### src/rtl/cdow_pkg.sv
`timescale 1ns / 1ps
// Shared types, constants and calendar functions for the date offset and weekday block.
package cdow_pkg;

    localparam int OFFSET_BITS_DEF = 16;

    localparam int YEAR_W  = 14;
    localparam int MONTH_W = 4;
    localparam int DAY_W   = 5;
    localparam int WDAY_W  = 3;
    localparam int R400_W  = 9;
    localparam int CENT_W  = 7;
    localparam int WSUM_W  = 9;
    localparam int ZTERM_W = 6;
    localparam int UPC_W   = 4;

    localparam logic [YEAR_W-1:0]  YEAR_DEFAULT     = 14'd1900;
    localparam logic [YEAR_W-1:0]  YEAR_MAX         = 14'd9999;
    localparam logic [YEAR_W-1:0]  YEARS_PER_CYCLE  = 14'd400;
    localparam logic [YEAR_W-1:0]  YEARS_PER_CENT   = 14'd100;
    localparam logic [R400_W-1:0]  R400_DEFAULT     = 9'd300;
    localparam logic [R400_W-1:0]  R400_LAST        = 9'd399;
    localparam logic [R400_W-1:0]  R400_CENT1       = 9'd100;
    localparam logic [R400_W-1:0]  R400_CENT2       = 9'd200;
    localparam logic [R400_W-1:0]  R400_CENT3       = 9'd300;
    localparam logic [MONTH_W-1:0] MONTH_JAN        = 4'd1;
    localparam logic [MONTH_W-1:0] MONTH_FEB        = 4'd2;
    localparam logic [MONTH_W-1:0] MONTH_DEC        = 4'd12;
    localparam logic [DAY_W-1:0]   DAY_FIRST        = 5'd1;
    localparam logic [DAY_W-1:0]   FEB_DAYS         = 5'd28;
    localparam logic [DAY_W-1:0]   FEB_DAYS_LEAP    = 5'd29;
    localparam logic [WDAY_W-1:0]  WDAY_MONDAY      = 3'd1;
    localparam logic [WSUM_W-1:0]  DAYS_PER_WEEK    = 9'd7;
    localparam logic [WSUM_W-1:0]  WEEK_BIAS        = 9'd210;

    typedef enum logic [3:0] {
        OP_NOP,
        OP_LOAD,
        OP_SUB400,
        OP_SET_LEAP,
        OP_CHECK,
        OP_ADD_OFF,
        OP_FWD,
        OP_BWD,
        OP_RANGE,
        OP_ZPREP,
        OP_SUB100,
        OP_ZSUM1,
        OP_ZSUM2,
        OP_SUB7,
        OP_EMIT
    } op_t;

    typedef enum logic [3:0] {
        C_NEVER,
        C_ALWAYS,
        C_NO_IN,
        C_T_GE400,
        C_S_GT_MLEN,
        C_S_LT1,
        C_T_GE100,
        C_W_GE7,
        C_OUT_FREE
    } cond_t;

    typedef struct packed {
        logic no_in;
        logic t_ge400;
        logic s_gt_mlen;
        logic s_lt1;
        logic t_ge100;
        logic w_ge7;
        logic out_free;
    } status_t;

    typedef struct packed {
        op_t  op;
        logic idle;
    } ctrl_t;

    function automatic logic [DAY_W-1:0] month_len(input logic [MONTH_W-1:0] m,
                                                   input logic leap);
        logic [DAY_W-1:0] len;
        case (m)
            4'd2:                 len = leap ? FEB_DAYS_LEAP : FEB_DAYS;
            4'd4, 4'd6, 4'd9, 4'd11: len = 5'd30;
            default:              len = 5'd31;
        endcase
        return len;
    endfunction

    // Month term of the congruence, 26 * (m + 1) / 10, for shifted months 3 to 14.
    function automatic logic [ZTERM_W-1:0] zeller_term(input logic [MONTH_W-1:0] zm);
        logic [ZTERM_W-1:0] v;
        case (zm)
            4'd3:    v = 6'd10;
            4'd4:    v = 6'd13;
            4'd5:    v = 6'd15;
            4'd6:    v = 6'd18;
            4'd7:    v = 6'd20;
            4'd8:    v = 6'd23;
            4'd9:    v = 6'd26;
            4'd10:   v = 6'd28;
            4'd11:   v = 6'd31;
            4'd12:   v = 6'd33;
            4'd13:   v = 6'd36;
            4'd14:   v = 6'd39;
            default: v = 6'd0;
        endcase
        return v;
    endfunction

endpackage

### src/rtl/calendar_date_offset_weekday.sv
`timescale 1ns / 1ps
// Top level: Gregorian date plus signed day offset, with leap flag and weekday.
//
// Input channel: in_valid and in_stall; a transfer carries in_year, in_month,
// in_day and a signed day_offset. Output channel: out_valid and out_stall; a
// transfer carries the resulting date, is_leap_year, weekday (0 is Sunday)
// and range_error. A start date with year 0, month outside 1 to 12, day 0 or
// a February day past the month's end is replaced by 1900-01-01, and a result
// year outside 1 to 9999 returns 1900-01-01 with range_error set. One item
// is processed at a time by a microcoded sequencer stepping a small
// datapath; the month walk, one month per cycle, dominates its run time.
// in_stall is low only while the sequencer waits at its first step. The
// finished result sits in an output register; a new input transfer is taken
// while it waits, and the next result waits at the emit and retry steps
// until the receiver drops out_stall. Reset returns the sequencer to its
// first step and clears out_valid.
module calendar_date_offset_weekday
#(
    parameter int OFFSET_BITS = cdow_pkg::OFFSET_BITS_DEF
)
(
    input  logic                               clk,
    input  logic                               rst_n,
    input  logic                               in_valid,
    output logic                               in_stall,
    input  logic [cdow_pkg::YEAR_W-1:0]        in_year,
    input  logic [cdow_pkg::MONTH_W-1:0]       in_month,
    input  logic [cdow_pkg::DAY_W-1:0]         in_day,
    input  logic signed [OFFSET_BITS-1:0]      day_offset,
    output logic                               out_valid,
    input  logic                               out_stall,
    output logic [cdow_pkg::YEAR_W-1:0]        out_year,
    output logic [cdow_pkg::MONTH_W-1:0]       out_month,
    output logic [cdow_pkg::DAY_W-1:0]         out_day,
    output logic                               is_leap_year,
    output logic [cdow_pkg::WDAY_W-1:0]        weekday,
    output logic                               range_error
);

    localparam int YW = (((OFFSET_BITS - 9) > cdow_pkg::YEAR_W) ?
                         (OFFSET_BITS - 9) : cdow_pkg::YEAR_W) + 2;
    localparam int SW = OFFSET_BITS + 1;
    localparam int WX = cdow_pkg::WSUM_W + 1;

    cdow_pkg::status_t status;
    cdow_pkg::ctrl_t   ctrl;

    cdow_seq u_seq
    (
        .clk    (clk),
        .rst_n  (rst_n),
        .status (status),
        .ctrl   (ctrl)
    );

    logic signed [YW-1:0]              y_reg, y_next;
    logic [cdow_pkg::MONTH_W-1:0]      m_reg, m_next;
    logic signed [SW-1:0]              s_reg, s_next;
    logic signed [OFFSET_BITS-1:0]     off_reg, off_next;
    logic [cdow_pkg::YEAR_W-1:0]       t_reg, t_next;
    logic [cdow_pkg::CENT_W-1:0]       q_reg, q_next;
    logic [cdow_pkg::MONTH_W-1:0]      zm_reg, zm_next;
    logic [cdow_pkg::WSUM_W-1:0]       w_reg, w_next;
    logic [cdow_pkg::R400_W-1:0]       r400_reg, r400_next;
    logic                              err_reg, err_next;

    logic                              out_valid_reg, out_valid_next;
    logic [cdow_pkg::YEAR_W-1:0]       out_year_reg;
    logic [cdow_pkg::MONTH_W-1:0]      out_month_reg;
    logic [cdow_pkg::DAY_W-1:0]        out_day_reg;
    logic                              out_leap_reg;
    logic [cdow_pkg::WDAY_W-1:0]       out_wday_reg;
    logic                              out_err_reg;

    logic                              leap;
    logic [cdow_pkg::DAY_W-1:0]        mlen;
    logic [cdow_pkg::MONTH_W-1:0]      m_prev;
    logic [cdow_pkg::DAY_W-1:0]        mlen_prev;
    logic [cdow_pkg::DAY_W-1:0]        feb_max;
    logic                              start_bad;
    logic                              year_bad;
    logic                              early;
    logic                              out_free;
    logic                              emit;
    logic [WX-1:0]                     zsum1;
    logic [WX-1:0]                     zsum2;

    always_comb
    begin
        leap = (r400_reg[1:0] == 2'b00) && (r400_reg != cdow_pkg::R400_CENT1) &&
               (r400_reg != cdow_pkg::R400_CENT2) && (r400_reg != cdow_pkg::R400_CENT3);
        mlen      = cdow_pkg::month_len(m_reg, leap);
        m_prev    = (m_reg == cdow_pkg::MONTH_JAN) ? cdow_pkg::MONTH_DEC : m_reg - 4'd1;
        mlen_prev = cdow_pkg::month_len(m_prev, leap);
        feb_max   = leap ? cdow_pkg::FEB_DAYS_LEAP : cdow_pkg::FEB_DAYS;
        start_bad = (y_reg == '0) || (m_reg == '0) || (m_reg > cdow_pkg::MONTH_DEC) ||
                    (s_reg[cdow_pkg::DAY_W-1:0] == '0) ||
                    ((m_reg == cdow_pkg::MONTH_FEB) && (s_reg[cdow_pkg::DAY_W-1:0] > feb_max));
        year_bad  = (y_reg < $signed(YW'(1))) ||
                    (y_reg > $signed(YW'(cdow_pkg::YEAR_MAX)));
        early     = (m_reg <= cdow_pkg::MONTH_FEB);
        out_free  = !out_valid_reg || !out_stall;
        emit      = (ctrl.op == cdow_pkg::OP_EMIT) && out_free;
        zsum1     = WX'(t_reg[cdow_pkg::CENT_W-1:0]) + WX'(t_reg[cdow_pkg::CENT_W-1:2]) +
                    WX'(q_reg[cdow_pkg::CENT_W-1:2]) + WX'(cdow_pkg::WEEK_BIAS) -
                    WX'({q_reg, 1'b0});
        zsum2     = WX'(w_reg) + WX'(cdow_pkg::zeller_term(zm_reg)) +
                    WX'(s_reg[cdow_pkg::DAY_W-1:0]) - WX'(1);

        status.no_in     = !in_valid;
        status.t_ge400   = (t_reg >= cdow_pkg::YEARS_PER_CYCLE);
        status.s_gt_mlen = (s_reg > $signed(SW'(mlen)));
        status.s_lt1     = (s_reg < $signed(SW'(1)));
        status.t_ge100   = (t_reg >= cdow_pkg::YEARS_PER_CENT);
        status.w_ge7     = (w_reg >= cdow_pkg::DAYS_PER_WEEK);
        status.out_free  = out_free;
    end

    always_comb
    begin
        y_next    = y_reg;
        m_next    = m_reg;
        s_next    = s_reg;
        off_next  = off_reg;
        t_next    = t_reg;
        q_next    = q_reg;
        zm_next   = zm_reg;
        w_next    = w_reg;
        r400_next = r400_reg;
        err_next  = err_reg;
        case (ctrl.op)
            cdow_pkg::OP_LOAD:
            begin
                y_next   = YW'(in_year);
                m_next   = in_month;
                s_next   = SW'(in_day);
                off_next = day_offset;
                t_next   = in_year;
            end
            cdow_pkg::OP_SUB400:
            begin
                if (status.t_ge400)
                begin
                    t_next = t_reg - cdow_pkg::YEARS_PER_CYCLE;
                end
            end
            cdow_pkg::OP_SET_LEAP:
            begin
                r400_next = t_reg[cdow_pkg::R400_W-1:0];
            end
            cdow_pkg::OP_CHECK:
            begin
                if (start_bad)
                begin
                    y_next    = YW'(cdow_pkg::YEAR_DEFAULT);
                    m_next    = cdow_pkg::MONTH_JAN;
                    s_next    = SW'(cdow_pkg::DAY_FIRST);
                    r400_next = cdow_pkg::R400_DEFAULT;
                end
            end
            cdow_pkg::OP_ADD_OFF:
            begin
                s_next = s_reg + SW'(off_reg);
            end
            cdow_pkg::OP_FWD:
            begin
                if (status.s_gt_mlen)
                begin
                    s_next = s_reg - $signed(SW'(mlen));
                    if (m_reg == cdow_pkg::MONTH_DEC)
                    begin
                        m_next    = cdow_pkg::MONTH_JAN;
                        y_next    = y_reg + $signed(YW'(1));
                        r400_next = (r400_reg == cdow_pkg::R400_LAST) ? '0 : r400_reg + 9'd1;
                    end
                    else
                    begin
                        m_next = m_reg + 4'd1;
                    end
                end
            end
            cdow_pkg::OP_BWD:
            begin
                if (status.s_lt1)
                begin
                    m_next = m_prev;
                    s_next = s_reg + $signed(SW'(mlen_prev));
                    if (m_reg == cdow_pkg::MONTH_JAN)
                    begin
                        y_next    = y_reg - $signed(YW'(1));
                        r400_next = (r400_reg == '0) ? cdow_pkg::R400_LAST : r400_reg - 9'd1;
                    end
                end
            end
            cdow_pkg::OP_RANGE:
            begin
                err_next = year_bad;
                if (year_bad)
                begin
                    y_next    = YW'(cdow_pkg::YEAR_DEFAULT);
                    m_next    = cdow_pkg::MONTH_JAN;
                    s_next    = SW'(cdow_pkg::DAY_FIRST);
                    r400_next = cdow_pkg::R400_DEFAULT;
                end
            end
            cdow_pkg::OP_ZPREP:
            begin
                t_next  = early ? cdow_pkg::YEAR_W'(y_reg - $signed(YW'(1))) :
                                  cdow_pkg::YEAR_W'(y_reg);
                q_next  = '0;
                zm_next = early ? m_reg + cdow_pkg::MONTH_DEC : m_reg;
            end
            cdow_pkg::OP_SUB100:
            begin
                if (status.t_ge100)
                begin
                    t_next = t_reg - cdow_pkg::YEARS_PER_CENT;
                    q_next = q_reg + 7'd1;
                end
            end
            cdow_pkg::OP_ZSUM1:
            begin
                w_next = zsum1[cdow_pkg::WSUM_W-1:0];
            end
            cdow_pkg::OP_ZSUM2:
            begin
                w_next = zsum2[cdow_pkg::WSUM_W-1:0];
            end
            cdow_pkg::OP_SUB7:
            begin
                if (status.w_ge7)
                begin
                    w_next = w_reg - cdow_pkg::DAYS_PER_WEEK;
                end
            end
            default:
            begin
            end
        endcase

        if (emit)
        begin
            out_valid_next = 1'b1;
        end
        else if (out_valid_reg && !out_stall)
        begin
            out_valid_next = 1'b0;
        end
        else
        begin
            out_valid_next = out_valid_reg;
        end
    end

    always_ff @(posedge clk or negedge rst_n)
    begin
        if (!rst_n)
        begin
            out_valid_reg <= 1'b0;
        end
        else
        begin
            out_valid_reg <= out_valid_next;
        end
    end

    always_ff @(posedge clk)
    begin
        y_reg    <= y_next;
        m_reg    <= m_next;
        s_reg    <= s_next;
        off_reg  <= off_next;
        t_reg    <= t_next;
        q_reg    <= q_next;
        zm_reg   <= zm_next;
        w_reg    <= w_next;
        r400_reg <= r400_next;
        err_reg  <= err_next;
        if (emit)
        begin
            out_year_reg  <= y_reg[cdow_pkg::YEAR_W-1:0];
            out_month_reg <= m_reg;
            out_day_reg   <= s_reg[cdow_pkg::DAY_W-1:0];
            out_leap_reg  <= leap;
            out_wday_reg  <= w_reg[cdow_pkg::WDAY_W-1:0];
            out_err_reg   <= err_reg;
        end
    end

    assign in_stall     = !ctrl.idle;
    assign out_valid    = out_valid_reg;
    assign out_year     = out_year_reg;
    assign out_month    = out_month_reg;
    assign out_day      = out_day_reg;
    assign is_leap_year = out_leap_reg;
    assign weekday      = out_wday_reg;
    assign range_error  = out_err_reg;

endmodule

### src/rtl/cdow_seq.sv
`timescale 1ns / 1ps
// Microprogram sequencer: control store, step counter and conditional jumps.
module cdow_seq
(
    input  logic              clk,
    input  logic              rst_n,
    input  cdow_pkg::status_t status,
    output cdow_pkg::ctrl_t   ctrl
);

    typedef struct packed {
        cdow_pkg::op_t                op;
        cdow_pkg::cond_t              cond;
        logic [cdow_pkg::UPC_W-1:0]   target;
    } uword_t;

    localparam logic [cdow_pkg::UPC_W-1:0] A_IDLE    = 4'd0;
    localparam logic [cdow_pkg::UPC_W-1:0] A_MOD400  = 4'd1;
    localparam logic [cdow_pkg::UPC_W-1:0] A_SETLEAP = 4'd2;
    localparam logic [cdow_pkg::UPC_W-1:0] A_CHECK   = 4'd3;
    localparam logic [cdow_pkg::UPC_W-1:0] A_ADDOFF  = 4'd4;
    localparam logic [cdow_pkg::UPC_W-1:0] A_FWD     = 4'd5;
    localparam logic [cdow_pkg::UPC_W-1:0] A_BWD     = 4'd6;
    localparam logic [cdow_pkg::UPC_W-1:0] A_RANGE   = 4'd7;
    localparam logic [cdow_pkg::UPC_W-1:0] A_ZPREP   = 4'd8;
    localparam logic [cdow_pkg::UPC_W-1:0] A_DIV100  = 4'd9;
    localparam logic [cdow_pkg::UPC_W-1:0] A_ZSUM1   = 4'd10;
    localparam logic [cdow_pkg::UPC_W-1:0] A_ZSUM2   = 4'd11;
    localparam logic [cdow_pkg::UPC_W-1:0] A_MOD7    = 4'd12;
    localparam logic [cdow_pkg::UPC_W-1:0] A_EMIT    = 4'd13;
    localparam logic [cdow_pkg::UPC_W-1:0] A_RETRY   = 4'd14;

    function automatic uword_t ucode(input logic [cdow_pkg::UPC_W-1:0] addr);
        uword_t w;
        case (addr)
            A_IDLE:    w = '{op: cdow_pkg::OP_LOAD,     cond: cdow_pkg::C_NO_IN,
                             target: A_IDLE};
            A_MOD400:  w = '{op: cdow_pkg::OP_SUB400,   cond: cdow_pkg::C_T_GE400,
                             target: A_MOD400};
            A_SETLEAP: w = '{op: cdow_pkg::OP_SET_LEAP, cond: cdow_pkg::C_NEVER,
                             target: A_IDLE};
            A_CHECK:   w = '{op: cdow_pkg::OP_CHECK,    cond: cdow_pkg::C_NEVER,
                             target: A_IDLE};
            A_ADDOFF:  w = '{op: cdow_pkg::OP_ADD_OFF,  cond: cdow_pkg::C_NEVER,
                             target: A_IDLE};
            A_FWD:     w = '{op: cdow_pkg::OP_FWD,      cond: cdow_pkg::C_S_GT_MLEN,
                             target: A_FWD};
            A_BWD:     w = '{op: cdow_pkg::OP_BWD,      cond: cdow_pkg::C_S_LT1,
                             target: A_BWD};
            A_RANGE:   w = '{op: cdow_pkg::OP_RANGE,    cond: cdow_pkg::C_NEVER,
                             target: A_IDLE};
            A_ZPREP:   w = '{op: cdow_pkg::OP_ZPREP,    cond: cdow_pkg::C_NEVER,
                             target: A_IDLE};
            A_DIV100:  w = '{op: cdow_pkg::OP_SUB100,   cond: cdow_pkg::C_T_GE100,
                             target: A_DIV100};
            A_ZSUM1:   w = '{op: cdow_pkg::OP_ZSUM1,    cond: cdow_pkg::C_NEVER,
                             target: A_IDLE};
            A_ZSUM2:   w = '{op: cdow_pkg::OP_ZSUM2,    cond: cdow_pkg::C_NEVER,
                             target: A_IDLE};
            A_MOD7:    w = '{op: cdow_pkg::OP_SUB7,     cond: cdow_pkg::C_W_GE7,
                             target: A_MOD7};
            A_EMIT:    w = '{op: cdow_pkg::OP_EMIT,     cond: cdow_pkg::C_OUT_FREE,
                             target: A_IDLE};
            A_RETRY:   w = '{op: cdow_pkg::OP_NOP,      cond: cdow_pkg::C_ALWAYS,
                             target: A_EMIT};
            default:   w = '{op: cdow_pkg::OP_NOP,      cond: cdow_pkg::C_ALWAYS,
                             target: A_IDLE};
        endcase
        return w;
    endfunction

    logic [cdow_pkg::UPC_W-1:0] upc_reg;
    logic [cdow_pkg::UPC_W-1:0] upc_next;
    uword_t                     uw;
    logic                       take;

    always_comb
    begin
        uw = ucode(upc_reg);
        case (uw.cond)
            cdow_pkg::C_NEVER:     take = 1'b0;
            cdow_pkg::C_ALWAYS:    take = 1'b1;
            cdow_pkg::C_NO_IN:     take = status.no_in;
            cdow_pkg::C_T_GE400:   take = status.t_ge400;
            cdow_pkg::C_S_GT_MLEN: take = status.s_gt_mlen;
            cdow_pkg::C_S_LT1:     take = status.s_lt1;
            cdow_pkg::C_T_GE100:   take = status.t_ge100;
            cdow_pkg::C_W_GE7:     take = status.w_ge7;
            cdow_pkg::C_OUT_FREE:  take = status.out_free;
            default:               take = 1'b0;
        endcase
        upc_next  = take ? uw.target : upc_reg + 4'd1;
        ctrl.op   = uw.op;
        ctrl.idle = (upc_reg == A_IDLE);
    end

    always_ff @(posedge clk or negedge rst_n)
    begin
        if (!rst_n)
        begin
            upc_reg <= A_IDLE;
        end
        else
        begin
            upc_reg <= upc_next;
        end
    end

endmodule

### config.mk
export PLATFORM = sky130hd
export DESIGN_NAME = calendar_date_offset_weekday
export DESIGN_NICKNAME = d
export VERILOG_FILES = /design/src/rtl/cdow_pkg.sv /design/src/rtl/calendar_date_offset_weekday.sv /design/src/rtl/cdow_seq.sv
export SDC_FILE = /design/constraint.sdc
export NUM_CORES = 1
export LEC_CHECK = 0
export ABC_AREA = 1
export BUFFER_PORTS_ARGS = -buffer_cell sky130_fd_sc_hd__buf_4
export CAP_MARGIN = 0
export CORE_AREA = 2 2 149 151
export CTS_CLUSTER_DIAMETER = 100
export DETAILED_ROUTE_END_ITERATION = 16
export DIE_AREA = 0 0 151 153
export GPL_TIMING_DRIVEN = 0
export PLACE_DENSITY = 0.72
export SLEW_MARGIN = 20
export SYNTH_ARGS = -nofsm -noshare
export SYNTH_HDL_FRONTEND = slang
export SYNTH_SLANG_ARGS = --single-unit
### constraint.sdc
create_clock -name clk -period 5.34 [get_ports clk]
set_clock_uncertainty 0.05 [all_clocks]
set_input_delay 1.068 -clock clk [delete_from_list [all_inputs] [get_ports clk]]
set_output_delay 1.068 -clock clk [all_outputs]
set_load 0.02 [all_outputs]
==> summary.txt, run 1 <==
Yosys
  – Syn_nets: approximately 1600
  – Top post-synthesis cells by area: edfxtp_1 32%, nand2_1 11%, ha_1 11%, inv_1 6.3%, nor2_1 5.4%
  – Top cell type's share of synthesized area: 32.2%
  – Yosys top cell by area: edfxtp_1
  – Synth Register Bits: ~140
  – Most common cell in the netlist: nand2_1
  – Sequential-to-total area share from yosys stat: 34.3%
  – Unique masters post-synth: 59
  – Syn avg cell area: between 7 and 8 sq um
  – Post-synth top flop: edfxtp_1
  – Async SR Flop Fraction: ~3.7%
  – Cell Area, Synth: between 0.01 and 0.015 sq mm
  – Post-synth top cells: 341 x nand2_1, 195 x inv_1, 167 x nor2_1, 125 x edfxtp_1, 121 x nand3_1
  – Synth Instances: between 1000 and 1500
  – Ys Warns: 0
  – Post-synth EDFFs: 125

Routing
  – Drt wl/cell: roughly 17 um
  – DRT antenna net count: 0
  – Vias: 10400
  – Routed vias/inst: 5.56
  – # DRC: 0
  – Number of detailed-route iterations in the first pass: 8
  – Iteration-0 DRC count of the detailed router: 760
  – WL final: roughly 31000 um

Placement
  – Final RePlAce weighted congestion: about 0.96
  – DP HPWL: 24300 um
  – Dpl cell area: about 0.013 sq mm
  – Port Buffers: 72
  – # placed instances: between 1500 and 2000

Worst setup path
  – Data arrival, critical path: between 4000 and 5000 ps
  – Kind of critical path: register to register
  – Most used cell, CP: nand2_1
  – Critical path fanouts, max: 10
  – Critical Path Start Type: register
  – Largest stage delay, worst path: around 500 ps
  – Buf+Inv Stages, Crit Path: 7
  – Logic depth of the worst register-to-register path: 24
  – Slowest cell on crit path: dfrtp_1
  – Data required, critical path: between 5000 and 6000 ps
  – Crit-path cells: inv_1 > ha_1 > inv_1 > nor2_4 > inv_2 > nand2_4 > nand2_1 > inv_2 > nand2_4 > inv_4 > buf_2 > nand3_1 > nand2_1 > ha_1 > inv_1 > fa_1 > o21ai_0 > nand2_1 > nand2_1 > nand2_1 > nand3_1 > nand3_1 > nand3_1 > nand2_1
  – Worst setup EP type: register
  – Crit path max-delay family: simple AND/OR/NAND/NOR gates
  – Critical path startpoint: u_seq.upc_reg[1]
  – Reg2reg start: u_seq.upc_reg[1]
  – WP depth: 24

Timing
  – Worst-Margin Slew: roughly 1000 ps
  – Relative slew slack: about 30%
  – Achievable Freq: 0.234 GHz
  – Hold_ws: 370 ps
  – Minimum clock period: roughly 4300 ps
  – Period Utilization, post-route: 80.1%
  – Final setup fails: 0
  – Final hold vios: 0
  – Setup TNS: 0 ps
  – Max Transition Viols Final: 0
  – RSZ-0062 raised after global routing: false

Clock network
  – Root Driver: clkbuf_16
  – Clock Path Buffers: 2
  – Setup bufs post-CTS: 0
  – Cts repair resizes: 0
  – CTS tree: done
  – Clk slew on worst S/H paths: around 60 ps
  – Number of CTS-inserted buffers: 17
  – H-tree depth: 4
  – Clock latency at the later pin of the worst-skew pair: between 400 and 500 ps
  – TritonCTS sink count: about 140
  – Cts hold-fix bufs: 0

Final layout
  – # nets final: between 1500 and 2000
  – Layout cells sized above 1: 13.6%
  – Non-Filler Cell Area, Final: roughly 0.013 sq mm
  – FILL cells: 1938
  – Largest register FFs: 17
  – Area of the multi-input gates: 0.00667 sq mm
  – Area delta synth->final: 13.5%
  – Sequential Area: roughly 0.004 sq mm
  – Final Non-Filler Cells: around 1900

Floorplan
  – Horiz. Die Dim: ~150 um
  – Die ar.: approximately 0.023 sq mm
  – Initial Utilization: between 50 and 60%
  – Row Count: between 50 and 60
  – CORE AREA: approximately 0.021 sq mm
  – Number of I/O pins: 73
  – Die height: 153 um

Global route
  – Total grt overflow: 0
  – All-layer global routing usage: a little over a quarter
  – Vias in the first global route: approximately 9800
  – Global-route wire length before repair: between 40000 and 50000 um
  – Pin count of the biggest net entering global routing: 17
  – Antenna violations before repair: 1

Worst hold path
  – Min-Delay Path Class: input port to async pin

Flow run
  – Max-Cap Viols: 0

Outcome
  – Status: finished clean
[cell usage in the layout, fill, tap and decap left out, types with 6 or more instances in the layout]
master       n
buf_6        7
nand4_1     25
o21ai_1     11
xnor2_1     13
a21oi_1     68
nand2_2      7
or2_2       10
buf_4       74
o211ai_2    10
inv_8        7
nor2_1     165
buf_2       11
nand2_1    341
inv_1      195
fa_1        15
o21ai_0     63
a31oi_1      7
nand2_4     20
nor3_1      16
inv_6        8
ha_1       100
clkbuf_16   17
nor2_2       7
inv_2        8
edfxtp_1   125
o22ai_1      8
xor2_1      34
o211ai_1    11
clkbuf_1     8
nand3_1    121
dfxtp_1      6
[worst reg2reg max path, stage by stage, from the launching register on]
cell and delay, ps:
dfrtp_1 490, inv_1 170, ha_1 240, inv_1 100
nor2_4 150, inv_2 70, nand2_4 100, nand2_1 70
inv_2 90, nand2_4 120, inv_4 150, buf_2 340
nand3_1 120, nand2_1 80, ha_1 180, inv_1 60
fa_1 400, o21ai_0 380, nand2_1 170, nand2_1 130
nand2_1 60, nand3_1 110, nand3_1 80, nand3_1 80
nand2_1 50
[routing by layer]
layer  vias up  part of all wire (%)  track usage, %
li1       5096                     -               -
met1      4869                    45            37.3
met2       357                    46            43.7
met3        53                   5.8            4.51
met4         0                   2.4            9.21
met5         -                     0               0
[worst paths after layout]
check	endpoint	slack, ps
max in group asynchronous	u_seq.upc_reg[0]	4760
setup / recovery	s_reg[16]	1060
hold reg to reg	range_error	380
setup reg to reg	s_reg[16]	1060
hold / removal	u_seq.upc_reg[3]	370
min in group clk	range_error	380
[cells by family (layout without fill, tap and decap cells)]
group	count (synthesis)	after routing	share of synthesized area (%)
AND/OR/NAND/NOR	737	737	29.5
XOR/XNOR	47	47	3.53
flip-flops	136	136	34.3
buffers and inverters	237	344	8.60
AO/OA/AOI/OAI	205	205	10.6
other	0	1	0
adder cells (fa/ha/maj)	115	115	13.3
multiplexers	1	1	0.0859
[cell type report]
type,count,area share [%]
antenna,1,0.0189
buffer,28,1.42
clock buffer,17,3.22
clock inverter,15,1.35
inverter,209,6.16
multi-input combinational,1105,50.4
sequential,136,30.3
tap,280,2.65
timing repair buffer,75,4.50
[metrics by stage]
| stage | setup slack (ps) | util [%] |
|---|---|---|
| 2_1_floorplan | 1890 | - |
| 3_3_place_gp | 760 | 58.4 |
| 3_5_place_dp | 1100 | 58.7 |
| 4_1_cts | 1080 | 61.5 |
| 5_1_grt | 721 | 61.5 |
| 6_report | 1060 | 61.5 |
Power of run 1 is not shown: default switching activity piles up to over one toggle a cycle in this logic, so the estimate is an artifact.
==> run 2, diff against run 1 <==
Clock period 5.34 ns to 4.5 ns, I/O delays scaled along.
==> run 2 against run 1 <==
Worst setup slack lost 710 ps; flip-flop and latch count stayed put; highest routed layer unchanged; via count hardly changed; count of clock-buffer cells in the layout is the same; final cell count did not move; non-clock buffer count did not move; worst hold slack got worse by 170 ps; die area unchanged; largest cell class unchanged; critical endpoint is now s_reg[14]; maximum frequency rose by 3.0%.
==> summary.txt, run 2 (same netlist as run 1, synthesis figures left out) <==
Clock network
  – Clock latency at the later pin of the worst-skew pair: 440 ps (about the same)
  – Setup bufs post-CTS: 0 (unchanged)
  – Clock Path Buffers: 2 (unchanged)
  – CTS tree: done (unchanged)
  – Clk slew on worst S/H paths: 60 ps (about the same)
  – Number of CTS-inserted buffers: 17 (unchanged)
  – Root Driver: clkbuf_16 (unchanged)
  – TritonCTS sink count: 136 (unchanged)
  – H-tree depth: 4 (unchanged)

Timing
  – Worst-Margin Slew: 1050 ps (unchanged)
  – Max Transition Viols Final: 0 (unchanged)
  – Final setup fails: 0 (unchanged)
  – RSZ-0062 raised after global routing: false (unchanged)
  – Achievable Freq: 0.241 GHz (was 0.234 GHz)
  – Minimum clock period: 4150 ps (was 4280 ps)
  – Final hold vios: 0 (unchanged)
  – Relative slew slack: 29.8% (unchanged)
  – Period Utilization, post-route: 92.3% (was 80.1%)

Floorplan
  – Horiz. Die Dim: 151 um (unchanged)
  – Die ar.: 0.0231 sq mm (unchanged)
  – Die height: 153 um (unchanged)
  – CORE AREA: 0.0215 sq mm (unchanged)
  – Initial Utilization: 54.2% (unchanged)
  – Number of I/O pins: 73 (unchanged)
  – Row Count: 54 (unchanged)

Worst setup path
  – Critical path fanouts, max: 10 (unchanged)
  – Worst setup EP type: register (unchanged)
  – Kind of critical path: register to register (unchanged)
  – Data required, critical path: 4630 ps (was 5480 ps)
  – Logic depth of the worst register-to-register path: 22 (was 24)
  – Critical Path Start Type: register (unchanged)
  – Data arrival, critical path: 4280 ps (was 4420 ps)

Placement
  – DP HPWL: 24300 um (unchanged)
  – Dpl cell area: 0.0126 sq mm (unchanged)
  – # placed instances: 1833 (unchanged)
  – Final RePlAce weighted congestion: 0.955 (unchanged)
  – Port Buffers: 72 (unchanged)

Routing
  – Vias: 10400 (about the same)
  – DRT antenna net count: 0 (unchanged)
  – Drt wl/cell: 16.6 um (about the same)
  – Iteration-0 DRC count of the detailed router: 761 (was 760)
  – Number of detailed-route iterations in the first pass: 8 (unchanged)
  – Routed vias/inst: 5.56 (about the same)
  – WL final: 31000 um (about the same)
  – # DRC: 0 (unchanged)

Global route
  – Antenna violations before repair: 1 (unchanged)
  – All-layer global routing usage: 27.2% (unchanged)
  – Total grt overflow: 0 (unchanged)
  – Global-route wire length before repair: 49200 um (unchanged)
  – Pin count of the biggest net entering global routing: 17 (unchanged)
  – Vias in the first global route: 9798 (unchanged)

Final layout
  – Most frequent cells in the layout: 341 x nand2_1, 195 x inv_1, 165 x nor2_1 (unchanged)
  – # nets final: 1730 (unchanged)
  – Non-Filler Cell Area, Final: 0.0132 sq mm (unchanged)
  – Commonest non-fill, non-tap cell in the layout: nand2_1 (unchanged)
  – Area delta synth->final: 13.5% (unchanged)
  – Final Non-Filler Cells: 1866 (unchanged)
  – Layout cells sized above 1: 13.6% (unchanged)
  – Largest register FFs: 17 (unchanged)

Outcome
  – Status: finished clean (unchanged)

Worst hold path
  – Min-Delay Path Class: input port to async pin (unchanged)

Flow run
  – Max-Cap Viols: 0 (unchanged)
## run 2: cell counts in the layout (fill, tap and decap cells not counted)
No cell type changed its count.
## run 2: critical path: stages, from the launching register on
cell and delay [ps]:
dfrtp_1 490, inv_1 170, ha_1 240, inv_1 100, nor2_4 150, inv_2 70
nand2_4 90, nand2_1 70, inv_2 90, nand2_4 120, inv_4 150, buf_2 340
nand3_1 120, nand2_1 80, ha_1 180, inv_1 60, fa_1 410, o21ai_1 280
nand2_1 80, nand2_1 130, nand3_1 150, a21oi_1 170, o22ai_1 110
## run 2: layer usage
metal	share of wire (%)	global-route usage [%]	vias up
li1	-	-	5095
met1	45	37.3	4875
met2	46	43.7	357
met3	5.9	4.51	53
met4	2.4	9.21	0
met5	0	0	-
## run 2: stage by stage
step	hold WS, ps	utilization [%]	setup slack (ps)	TNS, ps
floorplan	350	-	1050	0
global placement	352	58.4	-79.7	-2030
detailed placement	368	58.7	259	0
CTS	201	61.5	245	0
global route	203	61.5	31.5	0
finish	202	61.5	348	0
## run 2: path summary, 6_finish.rpt
kind,slack [ps],startpoint,end
hold reg to reg,380,err_reg,range_error
setup reg to reg,350,u_seq.upc_reg[1],s_reg[14]
max in group asynchronous,4090,rst_n,u_seq.upc_reg[0]
min in group clk,380,err_reg,range_error
hold / removal,200,rst_n,u_seq.upc_reg[3]
setup / recovery,350,u_seq.upc_reg[1],s_reg[14]
## run 2: timing repair
item / 4_1_cts / 5_1_grt
gates resized for setup: 0 / 1
endpoints found under the setup margin: 0 / 4
endpoints found under the hold margin: 0 / 0
hold buffers: 0 / 0
## run 2: layout make-up
class / count / area [sq um]
fill: 1938 / 8270
multi-input combinational: 1105 / 6670
sequential: 136 / 4000
inverter: 209 / 815
timing repair buffer: 75 / 594
clock buffer: 17 / 425
tap: 280 / 350
buffer: 28 / 188
clock inverter: 15 / 179
antenna: 1 / 2.50
Power of run 2 is left out for the same reason.
